===== src/rtl/core/aimcw_pkg.sv =====
// Types, constants and helpers shared by the ARP IP/MAC conflict watch.
// No dependencies.
package aimcw_pkg;

	localparam int IP_ENTRIES  = 64;
	localparam int MACS_PER_IP = 8;
	localparam int IP_W  = (IP_ENTRIES > 1) ? $clog2(IP_ENTRIES) : 1;
	localparam int MAC_W = $clog2(MACS_PER_IP);
	localparam int CNT_W = $clog2(MACS_PER_IP + 1);

	localparam logic [15:0] WINDOW_RESET  = 16'd300;
	localparam logic [15:0] MIN_ARP_FRAME = 16'd42;
	localparam logic [15:0] ETYPE_ARP     = 16'h0806;

	typedef enum logic [1:0] {
		ST_IGNORED = 2'd0,
		ST_INFO    = 2'd1,
		ST_ALERT   = 2'd2,
		ST_FULL    = 2'd3
	} status_t;

	typedef enum logic [2:0] {
		EM_NONE   = 3'd0,
		EM_IGNORE = 3'd1,
		EM_FULL   = 3'd2,
		EM_INFO   = 3'd3,
		EM_ALERT  = 3'd4
	} emit_t;

	typedef struct packed {
		logic [15:0] frame_length;
		logic [15:0] eth_proto;
		logic [31:0] sender_ip;
		logic [47:0] sender_mac;
		logic [31:0] now_seconds;
	} item_t;

	typedef struct packed {
		logic [1:0]  status;
		logic [31:0] ip_echo;
		logic [47:0] listed_mac;
		logic [3:0]  mac_count;
		logic        mac_replaced;
		logic        last;
	} res_t;

	typedef struct packed {
		logic             v;
		logic [47:0]      addr;
		logic [31:0]      stamp;
		logic [MAC_W-1:0] rank;
	} slot_t;

	typedef slot_t [MACS_PER_IP-1:0] row_t;

	typedef struct packed {
		logic  capture;
		logic  scan_rd;
		logic  decide;
		logic  row_rd;
		logic  expire;
		logic  rerank;
		logic  update;
		logic  write_back;
		emit_t emit;
	} cmd_t;

	typedef struct packed {
		logic arp;
		logic scan_last;
		logic full;
		logic single;
		logic run_last;
	} st_t;

	// modular age test: strictly older than the window
	function automatic logic is_stale(logic [31:0] stamp, logic [31:0] now,
			logic [15:0] win);
		logic [31:0] age;
		age = now - stamp;
		return age > {16'd0, win};
	endfunction

endpackage


===== src/rtl/core/aimcw_ctrl.sv =====
// Sequencer for the conflict watch: steps the datapath through scan,
// record update and result emission. Depends on aimcw_pkg.
module aimcw_ctrl (
	input  logic            clk,
	input  logic            arst_n,
	input  logic            start,
	input  aimcw_pkg::st_t  st,
	output aimcw_pkg::cmd_t cmd,
	output logic            busy
);
	import aimcw_pkg::*;

	typedef enum logic [10:0] {
		S_IDLE     = 11'b00000000001,
		S_SCAN     = 11'b00000000010,
		S_SCAN_END = 11'b00000000100,
		S_DECIDE   = 11'b00000001000,
		S_ROW_RD   = 11'b00000010000,
		S_EXPIRE   = 11'b00000100000,
		S_RERANK   = 11'b00001000000,
		S_UPDATE   = 11'b00010000000,
		S_WRITE    = 11'b00100000000,
		S_EMIT     = 11'b01000000000,
		S_SPARE    = 11'b10000000000
	} state_t;

	state_t state_q, state_d;

	always_ff @(posedge clk or negedge arst_n) begin
		if (!arst_n) begin
			state_q <= S_IDLE;
		end else begin
			state_q <= state_d;
		end
	end

	always_comb begin
		cmd     = '0;
		cmd.emit = EM_NONE;
		state_d = state_q;
		case (state_q)
			S_IDLE: begin
				if (start) begin
					if (st.arp) begin
						cmd.capture = 1'b1;
						state_d     = S_SCAN;
					end else begin
						cmd.emit = EM_IGNORE;
					end
				end
			end
			S_SCAN: begin
				cmd.scan_rd = 1'b1;
				if (st.scan_last) begin
					state_d = S_SCAN_END;
				end
			end
			S_SCAN_END: state_d = S_DECIDE;
			S_DECIDE: begin
				cmd.decide = 1'b1;
				if (st.full) begin
					cmd.emit = EM_FULL;
					state_d  = S_IDLE;
				end else begin
					state_d = S_ROW_RD;
				end
			end
			S_ROW_RD: begin
				cmd.row_rd = 1'b1;
				state_d    = S_EXPIRE;
			end
			S_EXPIRE: begin
				cmd.expire = 1'b1;
				state_d    = S_RERANK;
			end
			S_RERANK: begin
				cmd.rerank = 1'b1;
				state_d    = S_UPDATE;
			end
			S_UPDATE: begin
				cmd.update = 1'b1;
				state_d    = S_WRITE;
			end
			S_WRITE: begin
				cmd.write_back = 1'b1;
				if (st.single) begin
					cmd.emit = EM_INFO;
					state_d  = S_IDLE;
				end else begin
					state_d = S_EMIT;
				end
			end
			S_EMIT: begin
				cmd.emit = EM_ALERT;
				if (st.run_last) begin
					state_d = S_IDLE;
				end
			end
			default: state_d = S_IDLE;
		endcase
	end

	assign busy = (state_q != S_IDLE);

endmodule


===== config.mk =====
export PLATFORM = sky130hd
export DESIGN_NAME = aimcw_ctrl
export DESIGN_NICKNAME = d
export VERILOG_FILES = /design/src/rtl/core/aimcw_pkg.sv /design/src/rtl/core/aimcw_ctrl.sv
export SDC_FILE = /design/constraint.sdc
export NUM_CORES = 1
export LEC_CHECK = 0
export ABC_AREA = 1
export BUFFER_PORTS_ARGS = -buffer_cell sky130_fd_sc_hd__buf_2
export CAP_MARGIN = 10
export CORE_MARGIN = 4
export CORE_UTILIZATION = 49
export CTS_CLUSTER_DIAMETER = 200
export DETAILED_ROUTE_END_ITERATION = 8
export HOLD_SLACK_MARGIN = 0.03
export PLACE_DENSITY_LB_ADDON = 0.25
export SLEW_MARGIN = 30
export SYNTH_ARGS = -nofsm -noshare
export SYNTH_HDL_FRONTEND = slang
export SYNTH_SLANG_ARGS = --single-unit

===== constraint.sdc =====
create_clock -name clk -period 1.6 [get_ports clk]
set_input_delay 0.08 -clock clk [delete_from_list [all_inputs] [get_ports clk]]
set_output_delay 0.08 -clock clk [all_outputs]
set_load 0.005 [all_outputs]

=== Word-level counts from Yosys, hierarchy flattened ===
Index checks and enable logic that the tools add are counted.

* Equal/unequal tests: 15
* Muxes and demuxes: 22
* Reductions and logical operators: 1

{| class="wikitable"
|+ Operators with widths
! cell !! count
|-
| $pmux 11 s10 || 1
|-
| $mux 11 || 4
|-
| $mux 1 || 12
|-
| $pmux 3 s4 || 1
|-
| $eq 11x1->1 const B || 1
|-
| $eq 11x10->1 const B || 1
|-
| $eq 11x2->1 const B || 1
|-
| $eq 11x3->1 const B || 1
|-
| $eq 11x4->1 const B || 1
|-
| $eq 11x5->1 const B || 1
|-
| $eq 11x6->1 const B || 1
|-
| $eq 11x7->1 const B || 1
|-
| $eq 11x8->1 const B || 1
|-
| $eq 11x9->1 const B || 1
|-
| $ne 11x1->1 const B || 1
|-
| $mux 10 || 1
|-
| $ne 2x2->1 const B || 4
|-
| $mux 5 || 1
|-
| $mux 2 || 2
|-
| $reduce_and 4->1 || 1
|}

* Input port bits: 8
* Logic and storage cells: 39
* Register bits: 11

=== Depth between registers and ports, before layout ===
Gate-level depths: netlist of run 1.

* Depth in word-level cells: 3
* Mapped depth: 8
* Mapped depth without buffers: 8

=== Worst setup path after synthesis of run 1 ===
OpenSTA, ideal clock, no wires.

* Path kind: flip-flop to flip-flop
* From: register state_q[0]
* To: register state_q[0]
* Path buffers: 0
* Path slack: 0.379 ns
* Arrival time: 1.153 ns
* Stages on the path, launching flop included: 7
* Data required time: 1.532 ns
* Path through: dfstp_2 > nor2_1 > nand3_1 > a21oi_1 > nor2_1 > nand3_1 > a21oi_2

* Word-level cells in the longest chain between the ends: 3
* Elaborated cells between the ends (all ways): 16
* Classes of those cells: eq/ne (14); mux (1); reduce/logical (1)

{| class="wikitable"
|+ RTL lines
! item !! RTL line !! RTL
|-
| start, declared || aimcw_ctrl.sv:27 || <nowiki>state_t state_q, state_d;</nowiki>
|-
| start signal, assigned || aimcw_ctrl.sv:33 || <nowiki>state_q <= state_d;</nowiki>
|-
| $eq 11x1->1, or another cell as far along || aimcw_ctrl.sv:41 || <nowiki>case (state_q)</nowiki>
|-
| $ne 2x2->1 (no line) || -- ||
|-
| $reduce_and 4->1 (no line) || -- ||
|}

Parallel ways exist; a longest one is shown, timed or not.
A chain may end at the register's enable or synchronous reset.

==> results of run 1 <==
power breakdown:
| part | internal [mW] | total, mW | switching (mW) |
|---|---|---|---|
| combinational | 0.221 | 0.519 | 0.297 |
| clock | 0.0964 | 0.182 | 0.0851 |
| sequential | 0.290 | 0.323 | 0.0326 |
| total | 0.608 | 1.02 | 0.415 |
critical path, stage by stage, from the launching register on:
cell                      delay, ns
sky130_fd_sc_hd__dfrtp_1       0.42
sky130_fd_sc_hd__nor2_2        0.18
sky130_fd_sc_hd__nand3_2       0.18
sky130_fd_sc_hd__nor4_1        0.23
sky130_fd_sc_hd__buf_2         0.17
cell usage in the layout (no fill, tap or decap), drive strengths merged:
master / synthesis / layout
dfrtp: 9 / 9
nand3b: 1 / 1
clkinv: 1 / 1
a21oi: 2 / 2
buf: 0 / 24
nand3: 8 / 8
nand2: 18 / 18
dlygate4sd3: 0 / 3
inv: 21 / 21
nor3: 3 / 3
clkbuf: 0 / 4
dfstp: 1 / 1
nor4: 5 / 5
o21bai: 1 / 1
o21ai: 3 / 3
nor2: 24 / 24
stage by stage:
stage                     hold slack, ns  total power [mW]  setup WS [ns]  setup TNS [ns]
after floorplan                   -0.216             0.643          0.379               0
after global placement           -0.0488             0.735          0.264               0
after detailed placement         -0.0478             0.745          0.209               0
after CTS                          0.124             0.956        0.00327               0
after global routing               0.135              1.11       -0.00256        -0.00256
final                              0.131              1.02         0.0741               0
worst min-delay path by stage:
stage / from / to / cells after the start
after floorplan: arst_n / state_q[1] / 0
after global placement: arst_n / state_q[5] / 1
after detailed placement: arst_n / state_q[5] / 1
after CTS: st[4] / state_q[1] / 3
after global routing: st[4] / state_q[1] / 3
final: st[4] / state_q[1] / 3
layer usage:
metal,GRT usage,vias to the layer above
met5,0,-
met4,0.0351,0
met3,0.0593,2
met2,0.273,14
met1,0.223,320
li1,-,365
kinds of logic after synthesis:
| group | Yosys count |
|---|---|
| and+or+nand+nor | 59 |
| buffers and inverters | 22 |
| DFF | 10 |
| AOI/OAI and AO/OA | 6 |
Yosys cell counts, types with 2 or more instances:
cell / number / area share
sky130_fd_sc_hd__nand2_1: 16 / 0.087
sky130_fd_sc_hd__nand3_1: 6 / 0.043
sky130_fd_sc_hd__inv_1: 20 / 0.11
sky130_fd_sc_hd__dfrtp_1: 9 / 0.33
sky130_fd_sc_hd__nand3_2: 2 / 0.029
sky130_fd_sc_hd__nor2_4: 5 / 0.082
sky130_fd_sc_hd__nor2_1: 18 / 0.098
sky130_fd_sc_hd__nor3_1: 2 / 0.014
sky130_fd_sc_hd__nor4_1: 5 / 0.045
area by class of cell:
class | count | area [um2]
multi-input combinational | 65 | 390
fill | 109 | 384
sequential | 10 | 253
timing repair buffer | 27 | 163
inverter | 22 | 82.6
clock buffer | 4 | 26.3
tap | 15 | 18.8
timing repair:
action | in CTS | in global routing
setup buffers | 0 | 5
hold buffers | 3 | 0
gates cloned | 0 | 0
pin swaps | 0 | 4
endpoints found under the hold margin | 12 | 0
resized for setup | 2 | 8
setup endpoints to repair | 4 | 9
==> impl_metrics.xml, run 1 <==
<?xml version="1.0" encoding="UTF-8"?>
<metrics>
  <group name="run_status">
    <metric name="run_status" unit="">finished clean</metric>
  </group>
  <group name="worst_setup_path">
    <metric name="setup.worst_path.end" unit="">cmd[6]</metric>
    <metric name="cp_data_required_time" unit="ns">1.52</metric>
    <metric name="worst_setup_path_startpoint" unit="">state_q[1]</metric>
    <metric name="largest_fanout_of_any_net_on_the_critical_path" unit="">8</metric>
    <metric name="critical_register_to_register_path_endpoint" unit="">state_q[0]</metric>
    <metric name="cp_data_arrival_time" unit="ns">1.45</metric>
    <metric name="number_of_cells_traversed_by_the_worst_register_to_register_path" unit="">8</metric>
    <metric name="critPathCaptureType" unit="">primary output</metric>
    <metric name="worstSetupPathType" unit="">reg -&gt; out</metric>
    <metric name="timing.critical_path.from_type" unit="">register</metric>
    <metric name="rr_startpoint" unit="">state_q[6]</metric>
    <metric name="ff2ff_setup_slack" unit="ns">0.25</metric>
  </group>
  <group name="synthesis">
    <metric name="yosys_warnings" unit="">0</metric>
    <metric name="synthesis.nets" unit="">105</metric>
    <metric name="synth.distinct_cells" unit="">23</metric>
    <metric name="synth-compound-area-share" unit="">0.0580</metric>
    <metric name="synth-main-ff-cell" unit="">sky130_fd_sc_hd__dfrtp_1</metric>
    <metric name="synth-edff-count" unit="">0</metric>
    <metric name="yosys.area_share.adder" unit="">0</metric>
    <metric name="synth_seq_area_share" unit="">0.364</metric>
    <metric name="synthMuxAreaShare" unit="">0</metric>
    <metric name="yosys_register_bits" unit="">10</metric>
    <metric name="main_combinational_cell_family_by_area_after_synthesis" unit="">simple AND/OR/NAND/NOR gates</metric>
    <metric name="syn-instance-count" unit="">97</metric>
    <metric name="syn-cell-area" unit="um2">691</metric>
    <metric name="post_synth_and_or_nand_nor_area_fraction" unit="">0.458</metric>
    <metric name="async_flop_share" unit="">1.00</metric>
    <metric name="yosys.area_share.xor_xnor" unit="">0</metric>
    <metric name="avg_inst_size_synth" unit="um2">7.12</metric>
  </group>
  <group name="route">
    <metric name="firstDrtPassIters" unit="">4</metric>
    <metric name="antenna_left" unit="">0</metric>
    <metric name="routed_via_density" unit="">4.90</metric>
    <metric name="routedLengthMet1" unit="um">723</metric>
    <metric name="dr_total_vias" unit="">701</metric>
    <metric name="wl_met3" unit="um">73</metric>
    <metric name="routed_wire_length_per_instance" unit="um">11.3</metric>
    <metric name="drcViolationCount" unit="">0</metric>
    <metric name="detailedRoute.firstIterationViolations" unit="">10</metric>
    <metric name="wirelength_routed" unit="um">1620</metric>
    <metric name="highest-signal-layer" unit="">met4</metric>
    <metric name="amount_of_wire_on_met2_after_detailed_routing" unit="um">814</metric>
  </group>
  <group name="floorplan">
    <metric name="io_pins" unit="">20</metric>
    <metric name="number_of_rows_created_at_floorplan" unit="">13</metric>
    <metric name="die_height" unit="um">45.5</metric>
    <metric name="die-area" unit="um2">2070</metric>
    <metric name="die_x" unit="um">45.5</metric>
    <metric name="core-area" unit="um2">1320</metric>
    <metric name="start_util" unit="">0.524</metric>
  </group>
  <group name="hold_path">
    <metric name="min_path_type" unit="">in -&gt; reg</metric>
  </group>
  <group name="sta">
    <metric name="hold_viol_final" unit="">0</metric>
    <metric name="ratio_of_final_minimum_period_to_clock_period" unit="">0.954</metric>
    <metric name="slew_violations" unit="">0</metric>
    <metric name="setup-violations-final" unit="">0</metric>
    <metric name="relSlewSlack" unit="">0.831</metric>
    <metric name="fin_crit" unit="ns">1.53</metric>
    <metric name="fmax" unit="MHz">655</metric>
    <metric name="timing.clock.skew" unit="ns">0.00308</metric>
    <metric name="tightest_slew" unit="ns">0.251</metric>
  </group>
  <group name="global_routing">
    <metric name="grt_remaining_overflow" unit="">0</metric>
    <metric name="grt_start_max_net_pins" unit="">11</metric>
    <metric name="grt_pass1_vias" unit="">629</metric>
    <metric name="grt_antenna_before_repair" unit="">0</metric>
    <metric name="grt_use_total" unit="">0.171</metric>
    <metric name="grt_pass1_wl" unit="um">2570</metric>
  </group>
  <group name="placement">
    <metric name="dpl.hpwl" unit="um">1170</metric>
    <metric name="instance_area_at_placement" unit="um2">805</metric>
    <metric name="placement.io_buffers" unit="">19</metric>
    <metric name="globalplace.congestion" unit="">0.763</metric>
    <metric name="dp_cells" unit="">131</metric>
  </group>
  <group name="clock_network">
    <metric name="cts-root-to-sink-buffers" unit="">2</metric>
    <metric name="htreeDepth" unit="">1</metric>
    <metric name="clkLatencyLatePin" unit="ns">0.26</metric>
    <metric name="clkSlewWorstSetupHoldPaths" unit="ns">0.06</metric>
    <metric name="tritoncts_num_sinks" unit="">10</metric>
    <metric name="cts_inserted_buffers" unit="">3</metric>
    <metric name="cts-root-buf" unit="">sky130_fd_sc_hd__clkbuf_4</metric>
    <metric name="cts_tree" unit="">yes</metric>
  </group>
  <group name="flow_run">
    <metric name="max-cap-violations" unit="">0</metric>
  </group>
  <group name="final_layout">
    <metric name="nNetsFinal" unit="">137</metric>
    <metric name="top_regs" unit="">state_q (10)</metric>
    <metric name="final_antenna_diode_count" unit="">0</metric>
    <metric name="layout.cells.non_filler" unit="">143</metric>
    <metric name="core_utilization_of_the_finished_layout" unit="">0.708</metric>
    <metric name="post-route-cell-area" unit="um2">933</metric>
    <metric name="largest-register" unit="">state_q</metric>
    <metric name="flip_flop_count_of_the_largest_register_all_copies_and_words_added" unit="">10</metric>
    <metric name="drive_gt1_frac" unit="">0.383</metric>
    <metric name="area_growth_syn_to_layout" unit="%">35.1</metric>
  </group>
  <group name="power">
    <metric name="cellLeakagePower" unit="nW">0.549</metric>
    <metric name="pwr_density_cell" unit="nW/um2">1100</metric>
    <metric name="largest_voltage_drop_on_the_vdd_net" unit="mV">0.916</metric>
  </group>
</metrics>
Note: power is estimated with default switching activity, not from simulation.
==> run 2: changes to the inputs <==
BUFFER_PORTS_ARGS = unset   (was -buffer_cell sky130_fd_sc_hd__buf_2)
CORE_UTILIZATION = 53   (was 49)
DONT_BUFFER_PORTS = 1   (was unset)
clock period = 1.4 ns   (was 1.6 ns; I/O delays follow)
==> run 2 against run 1 <==
The flow now finishes with violations (setup timing). Sequential power increased by 18%. Critical path depth increased by 5. Core utilization increased by 22 points. Combinational power up 68%. Worst setup slack lost 0.23 ns. Wire length is 83% higher. Hold slack lost 0.0081 ns. Global-route usage up 12 points. Largest cell class unchanged.
==> impl_metrics.xml, run 2 (synthesis results as in run 1) <==
<?xml version="1.0" encoding="UTF-8"?>
<metrics>
  <group name="worst_setup_path">
    <metric name="largest_fanout_of_any_net_on_the_critical_path" unit="">3</metric>
    <metric name="cp_data_required_time" unit="ns">1.61</metric>
    <metric name="worstSetupPathType" unit="">reg -&gt; reg</metric>
    <metric name="cp_data_arrival_time" unit="ns">1.77</metric>
    <metric name="ff2ff_setup_slack" unit="ns">-0.16</metric>
    <metric name="critPathCaptureType" unit="">register</metric>
    <metric name="timing.critical_path.from_type" unit="">register</metric>
  </group>
  <group name="sta">
    <metric name="slew_violations" unit="">0</metric>
    <metric name="fmax" unit="MHz">643</metric>
    <metric name="hold_viol_final" unit="">0</metric>
    <metric name="relSlewSlack" unit="">0.684</metric>
    <metric name="tightest_slew" unit="ns">0.472</metric>
    <metric name="setup-violations-final" unit="">13</metric>
    <metric name="fin_crit" unit="ns">1.56</metric>
    <metric name="finalHoldWorstSlack" unit="ns">0.123</metric>
    <metric name="setup_ws" unit="ns">-0.156</metric>
    <metric name="timing.clock.skew" unit="ns">0.00218</metric>
    <metric name="ratio_of_final_minimum_period_to_clock_period" unit="">1.11</metric>
    <metric name="setup_repair_after_global_routing_missed_its_margin" unit="">true</metric>
  </group>
  <group name="final_layout">
    <metric name="layout_common_cells" unit="">15 x sky130_fd_sc_hd__buf_4, 14 x sky130_fd_sc_hd__inv_1, 13 x sky130_fd_sc_hd__nor2_1</metric>
    <metric name="final_antenna_diode_count" unit="">0</metric>
    <metric name="post-route-cell-area" unit="um2">1090</metric>
    <metric name="largest-register" unit="">state_q</metric>
    <metric name="layout_commonest_cell" unit="">sky130_fd_sc_hd__buf_4</metric>
    <metric name="top_regs" unit="">state_q (10)</metric>
    <metric name="nNetsFinal" unit="">134</metric>
    <metric name="layout.cells.non_filler" unit="">139</metric>
    <metric name="flip_flop_count_of_the_largest_register_all_copies_and_words_added" unit="">10</metric>
    <metric name="drive_gt1_frac" unit="">0.528</metric>
    <metric name="core_utilization_of_the_finished_layout" unit="">0.933</metric>
    <metric name="area_growth_syn_to_layout" unit="%">58.2</metric>
  </group>
  <group name="global_routing">
    <metric name="grt_start_max_net_pins" unit="">11</metric>
    <metric name="grt_util_met2" unit="">0.512</metric>
    <metric name="grt_most_used_layer" unit="">met2</metric>
    <metric name="grt.met3_usage" unit="">0.0772</metric>
    <metric name="grt_antenna_before_repair" unit="">0</metric>
    <metric name="met1_usage" unit="">0.334</metric>
    <metric name="grt_remaining_overflow" unit="">0</metric>
    <metric name="grt_use_total" unit="">0.294</metric>
    <metric name="grt_pass1_vias" unit="">796</metric>
    <metric name="grt_pass1_wl" unit="um">3950</metric>
  </group>
  <group name="floorplan">
    <metric name="die-area" unit="um2">1940</metric>
    <metric name="number_of_rows_created_at_floorplan" unit="">12</metric>
    <metric name="io_pins" unit="">20</metric>
    <metric name="die_height" unit="um">44.1</metric>
    <metric name="start_util" unit="">0.590</metric>
    <metric name="core-area" unit="um2">1170</metric>
    <metric name="die_x" unit="um">44.1</metric>
  </group>
  <group name="placement">
    <metric name="globalplace.congestion" unit="">0.887</metric>
    <metric name="placement.io_buffers" unit="">0</metric>
    <metric name="instance_area_at_placement" unit="um2">738</metric>
    <metric name="dpl.hpwl" unit="um">1120</metric>
    <metric name="dp_cells" unit="">115</metric>
  </group>
  <group name="clock_network">
    <metric name="cts_tree" unit="">yes</metric>
    <metric name="cts_inserted_buffers" unit="">3</metric>
    <metric name="clkLatencyLatePin" unit="ns">0.28</metric>
    <metric name="tritoncts_num_sinks" unit="">10</metric>
    <metric name="clkSlewWorstSetupHoldPaths" unit="ns">0.07</metric>
    <metric name="cts-root-buf" unit="">sky130_fd_sc_hd__clkbuf_4</metric>
    <metric name="htreeDepth" unit="">1</metric>
    <metric name="cts-root-to-sink-buffers" unit="">2</metric>
  </group>
  <group name="route">
    <metric name="dr_total_vias" unit="">886</metric>
    <metric name="antenna_left" unit="">0</metric>
    <metric name="firstDrtPassIters" unit="">4</metric>
    <metric name="wirelength_routed" unit="um">2980</metric>
    <metric name="routed_wire_length_per_instance" unit="um">21.4</metric>
    <metric name="detailedRoute.firstIterationViolations" unit="">46</metric>
    <metric name="drcViolationCount" unit="">0</metric>
    <metric name="routed_via_density" unit="">6.37</metric>
  </group>
  <group name="power">
    <metric name="pwr_density_cell" unit="nW/um2">1400</metric>
    <metric name="power" unit="mW">1.53</metric>
    <metric name="cellLeakagePower" unit="nW">0.553</metric>
    <metric name="largest_voltage_drop_on_the_vdd_net" unit="mV">1.29</metric>
  </group>
  <group name="run_status">
    <metric name="run_status" unit="">finished, violations left</metric>
    <metric name="failed_checks" unit="">setup timing</metric>
  </group>
  <group name="flow_run">
    <metric name="max-cap-violations" unit="">0</metric>
  </group>
  <group name="hold_path">
    <metric name="min_path_type" unit="">in -&gt; reg</metric>
  </group>
</metrics>
## run 2: changes by cell type in the layout (fill, tap and decap cells not counted), moves of 3 or more
cell,before,now
sky130_fd_sc_hd__nor2_4,7,10
sky130_fd_sc_hd__buf_4,5,15
sky130_fd_sc_hd__inv_1,20,14
sky130_fd_sc_hd__inv_2,1,7
sky130_fd_sc_hd__nand2_1,14,8
sky130_fd_sc_hd__buf_2,19,0
sky130_fd_sc_hd__nand2_2,3,8
sky130_fd_sc_hd__nor4_1,5,2
sky130_fd_sc_hd__buf_6,0,4
## run 2: cell type report
class	count	area, um2
clock buffers	4	36.3
fillers	37	78.8
inverters	22	85.1
multi-input cells	65	492
flip-flops and latches	10	254
well taps	14	17.5
repair buffers	24	208
## run 2: routing by layer
metal  routed length [um]  vias to the layer above
li1                     -                      362
met1                 1020                      422
met2                 1530                       77
met3                  232                       25
met4                  192                        0
met5                    0                        -
## run 2: power by group
part	total (mW)	internal [mW]	switching [mW]	leakage [nW]
clock	0.274	0.158	0.116	0.0210
sequential	0.380	0.332	0.0484	0.132
combinational	0.873	0.354	0.519	0.400
total	1.53	0.844	0.683	0.553
## run 2: critical path: stages (launching register included)
cell,delay [ns]
sky130_fd_sc_hd__dfstp_2,0.59
sky130_fd_sc_hd__nor2_4,0.06
sky130_fd_sc_hd__nand2_2,0.11
sky130_fd_sc_hd__nor2_4,0.06
sky130_fd_sc_hd__buf_6,0.12
sky130_fd_sc_hd__nand2_2,0.09
sky130_fd_sc_hd__nand2_1,0.08
sky130_fd_sc_hd__nor2_1,0.09
sky130_fd_sc_hd__nand3_1,0.12
sky130_fd_sc_hd__a21oi_2,0.18
## run 2: through the flow
step                setup WS (ns)  setup TNS, ns
detailed placement         0.0634              0
floorplan                   0.179              0
global route               -0.224          -2.07
finish                     -0.156          -1.13
CTS                       -0.0432         -0.146
global placement            0.101              0
## run 2: worst paths after layout
| kind | from | endpoint | cells past startpoint |
|---|---|---|---|
| hold reg to reg | state_q[4] | state_q[6] | 2 |
| hold / removal | st[4] | state_q[1] | 2 |
| min in group asynchronous | arst_n | state_q[1] | 1 |
| setup / recovery | state_q[0] | state_q[0] | 9 |
| max in group asynchronous | arst_n | state_q[4] | 1 |
| setup reg to reg | state_q[0] | state_q[0] | 9 |
## run 2: timing repair
item,CTS,global route
buffers inserted,12,3
pin swaps,11,9
endpoints found under the hold margin,12,2
hold buffers,3,2
gates resized for setup,20,24
setup endpoints to repair,10,15
==> run 3: changes to the inputs <==
CORE_UTILIZATION = 40   (was 53)
==> run 3 against run 2 <==
The run still ends with setup timing left. Non-clock buffer count fell by 5. Wire length shrank 40%. Critical path type is now reg -> out. Critical path depth fell by 5. Combinational power is 24% lower. Count of clock-buffer cells in the layout stayed put. Largest cell class unchanged. Sequential share of layout area increased by 1.8 points. Die area up 26%. Largest power group unchanged. Via count fell by 23%. Core utilization shrank 29 points.
==> impl_metrics.xml, run 3 (synthesis results as in run 1) <==
<?xml version="1.0" encoding="UTF-8"?>
<metrics>
  <group name="placement">
    <metric name="dp_cells" unit="">117</metric>
    <metric name="globalplace.congestion" unit="">0.750</metric>
    <metric name="dpl.hpwl" unit="um">1140</metric>
    <metric name="instance_area_at_placement" unit="um2">741</metric>
    <metric name="placement.io_buffers" unit="">0</metric>
  </group>
  <group name="final_layout">
    <metric name="layout.cells.non_filler" unit="">136</metric>
    <metric name="nNetsFinal" unit="">129</metric>
    <metric name="final_antenna_diode_count" unit="">0</metric>
    <metric name="top_regs" unit="">state_q (10)</metric>
    <metric name="flip_flop_count_of_the_largest_register_all_copies_and_words_added" unit="">10</metric>
    <metric name="drive_gt1_frac" unit="">0.400</metric>
    <metric name="layout_common_cells" unit="">16 x sky130_fd_sc_hd__inv_1, 14 x sky130_fd_sc_hd__nor2_1, 12 x sky130_fd_sc_hd__nand2_1, 12 x sky130_fd_sc_hd__buf_4, 10 x sky130_fd_sc_hd__nor2_4</metric>
    <metric name="largest-register" unit="">state_q</metric>
    <metric name="area_growth_syn_to_layout" unit="%">46.0</metric>
    <metric name="post-route-cell-area" unit="um2">1010</metric>
    <metric name="layout_commonest_cell" unit="">sky130_fd_sc_hd__inv_1</metric>
  </group>
  <group name="route">
    <metric name="routed_wire_length_per_instance" unit="um">13.1</metric>
    <metric name="firstDrtPassIters" unit="">4</metric>
    <metric name="dr_total_vias" unit="">678</metric>
    <metric name="drcViolationCount" unit="">0</metric>
    <metric name="detailedRoute.firstIterationViolations" unit="">21</metric>
    <metric name="routed_via_density" unit="">4.99</metric>
    <metric name="wirelength_routed" unit="um">1780</metric>
    <metric name="antenna_left" unit="">0</metric>
  </group>
  <group name="sta">
    <metric name="tightest_slew" unit="ns">0.484</metric>
    <metric name="setup-violations-final" unit="">6</metric>
    <metric name="ratio_of_final_minimum_period_to_clock_period" unit="">1.06</metric>
    <metric name="hold_viol_final" unit="">0</metric>
    <metric name="setup_ws" unit="ns">-0.0894</metric>
    <metric name="timing.clock.skew" unit="ns">0.00643</metric>
    <metric name="setup_repair_after_global_routing_missed_its_margin" unit="">true</metric>
    <metric name="slew_violations" unit="">0</metric>
    <metric name="fin_crit" unit="ns">1.49</metric>
    <metric name="relSlewSlack" unit="">0.676</metric>
    <metric name="finalHoldWorstSlack" unit="ns">0.0549</metric>
    <metric name="fmax" unit="MHz">671</metric>
  </group>
  <group name="worst_setup_path">
    <metric name="critical-path-max-stage-delay" unit="ns">0.42</metric>
    <metric name="cp_data_arrival_time" unit="ns">1.42</metric>
    <metric name="critical_register_to_register_path_endpoint" unit="">state_q[0]</metric>
    <metric name="path_cells" unit="">nor2_4 -&gt; nand3_2 -&gt; buf_4 -&gt; nor2_1</metric>
    <metric name="rr_startpoint" unit="">state_q[7]</metric>
    <metric name="worstSetupPathType" unit="">reg -&gt; out</metric>
    <metric name="largest_fanout_of_any_net_on_the_critical_path" unit="">6</metric>
    <metric name="timing.critical_path.from_type" unit="">register</metric>
    <metric name="timing.critical_path.slowest_stage_cell" unit="">sky130_fd_sc_hd__dfrtp_1</metric>
    <metric name="ff2ff_setup_slack" unit="ns">0.05</metric>
    <metric name="critPathCaptureType" unit="">primary output</metric>
    <metric name="worst_setup_path_startpoint" unit="">state_q[3]</metric>
    <metric name="number_of_cells_traversed_by_the_worst_register_to_register_path" unit="">8</metric>
    <metric name="cp_data_required_time" unit="ns">1.33</metric>
  </group>
  <group name="floorplan">
    <metric name="core-area" unit="um2">1580</metric>
    <metric name="die_x" unit="um">49.6</metric>
    <metric name="number_of_rows_created_at_floorplan" unit="">14</metric>
    <metric name="io_pins" unit="">20</metric>
    <metric name="start_util" unit="">0.438</metric>
    <metric name="die_height" unit="um">49.6</metric>
    <metric name="die-area" unit="um2">2460</metric>
  </group>
  <group name="hold_path">
    <metric name="holdCritStartpoint" unit="">st[0]</metric>
    <metric name="worstHoldPathCells" unit="">3</metric>
    <metric name="min_path_type" unit="">in -&gt; reg</metric>
    <metric name="hold_path_end" unit="">state_q[9]</metric>
  </group>
  <group name="clock_network">
    <metric name="tritoncts_num_sinks" unit="">10</metric>
    <metric name="cts-root-buf" unit="">sky130_fd_sc_hd__clkbuf_4</metric>
    <metric name="cts_tree" unit="">yes</metric>
    <metric name="htreeDepth" unit="">1</metric>
    <metric name="clkSlewWorstSetupHoldPaths" unit="ns">0.07</metric>
    <metric name="clkLatencyLatePin" unit="ns">0.27</metric>
    <metric name="cts-root-to-sink-buffers" unit="">2</metric>
    <metric name="cts_inserted_buffers" unit="">3</metric>
  </group>
  <group name="flow_run">
    <metric name="max-cap-violations" unit="">0</metric>
  </group>
  <group name="global_routing">
    <metric name="grt_antenna_before_repair" unit="">0</metric>
    <metric name="grt_use_total" unit="">0.150</metric>
    <metric name="grt_pass1_vias" unit="">615</metric>
    <metric name="grt_remaining_overflow" unit="">0</metric>
    <metric name="grt_start_max_net_pins" unit="">11</metric>
    <metric name="grt_pass1_wl" unit="um">2790</metric>
  </group>
  <group name="power">
    <metric name="power" unit="mW">1.30</metric>
    <metric name="pwr_density_cell" unit="nW/um2">1290</metric>
    <metric name="largest_voltage_drop_on_the_vdd_net" unit="mV">0.769</metric>
    <metric name="cellLeakagePower" unit="nW">0.527</metric>
  </group>
  <group name="run_status">
    <metric name="failed_checks" unit="">setup timing</metric>
    <metric name="run_status" unit="">finished, violations left</metric>
  </group>
</metrics>
[run 3: changes by cell type in the layout (fill, tap and decap cells not counted), moves of 2 or more]
cell	previous run	this run
sky130_fd_sc_hd__nand3_1	3	5
sky130_fd_sc_hd__nand2_2	8	3
sky130_fd_sc_hd__inv_2	7	4
sky130_fd_sc_hd__buf_4	15	12
sky130_fd_sc_hd__buf_6	4	1
sky130_fd_sc_hd__nand2_1	8	12
sky130_fd_sc_hd__inv_1	14	16
[run 3: how the worst max path moves through the flow]
| stage | slack, ns | to |
|---|---|---|
| floorplan | 0.18 | state_q[0] |
| global placement | 0.08 | state_q[7] |
| detailed placement | 0.09 | state_q[0] |
| CTS | -0.07 | cmd[1] |
| global route | -0.16 | cmd[4] |
| finish | -0.09 | cmd[4] |
[run 3: layout make-up]
class | count | area, um2
Inverter | 22 | 85.1
Sequential cell | 10 | 253
Clock buffer | 4 | 36.3
Tap cell | 16 | 20.0
Fill cell | 136 | 568
Multi-Input combinational cell | 65 | 453
Timing Repair Buffer | 19 | 161
[run 3: per-layer routing]
layer  share of wire  track usage
met5               0            0
met4           0.019       0.0829
met3           0.030       0.0271
met2            0.52        0.275
met1            0.43        0.159
[run 3: critical path, delay by kind of cell, from the launching register on]
kind	cells	cell delay (ns)
and+or+nand+nor	3	0.51
buffers and inverters	1	0.21
DFF	1	0.42
[run 3: stage by stage]
stage                     setup TNS [ns]  worst slack (ns)   util
after floorplan                        0             0.179      -
after global placement                 0            0.0759  0.470
after detailed placement               0            0.0851  0.470
after CTS                         -0.158           -0.0696  0.595
after global routing               -1.05            -0.163  0.640
final                             -0.388           -0.0894  0.640
[run 3: where the power goes]
group          switching (mW)  total, mW  internal, mW  leakage (nW)
logic                   0.404      0.665         0.261         0.372
clock network           0.111      0.269         0.158        0.0210
registers              0.0369      0.369         0.332         0.134
[run 3: repair_timing]
item | CTS | global route
pin swaps | 7 | 10
hold buffers | 6 | 0
resized for setup | 13 | 15
setup endpoints to repair | 9 | 12
buffers inserted | 7 | 2
hold endpoints to repair | 13 | 0
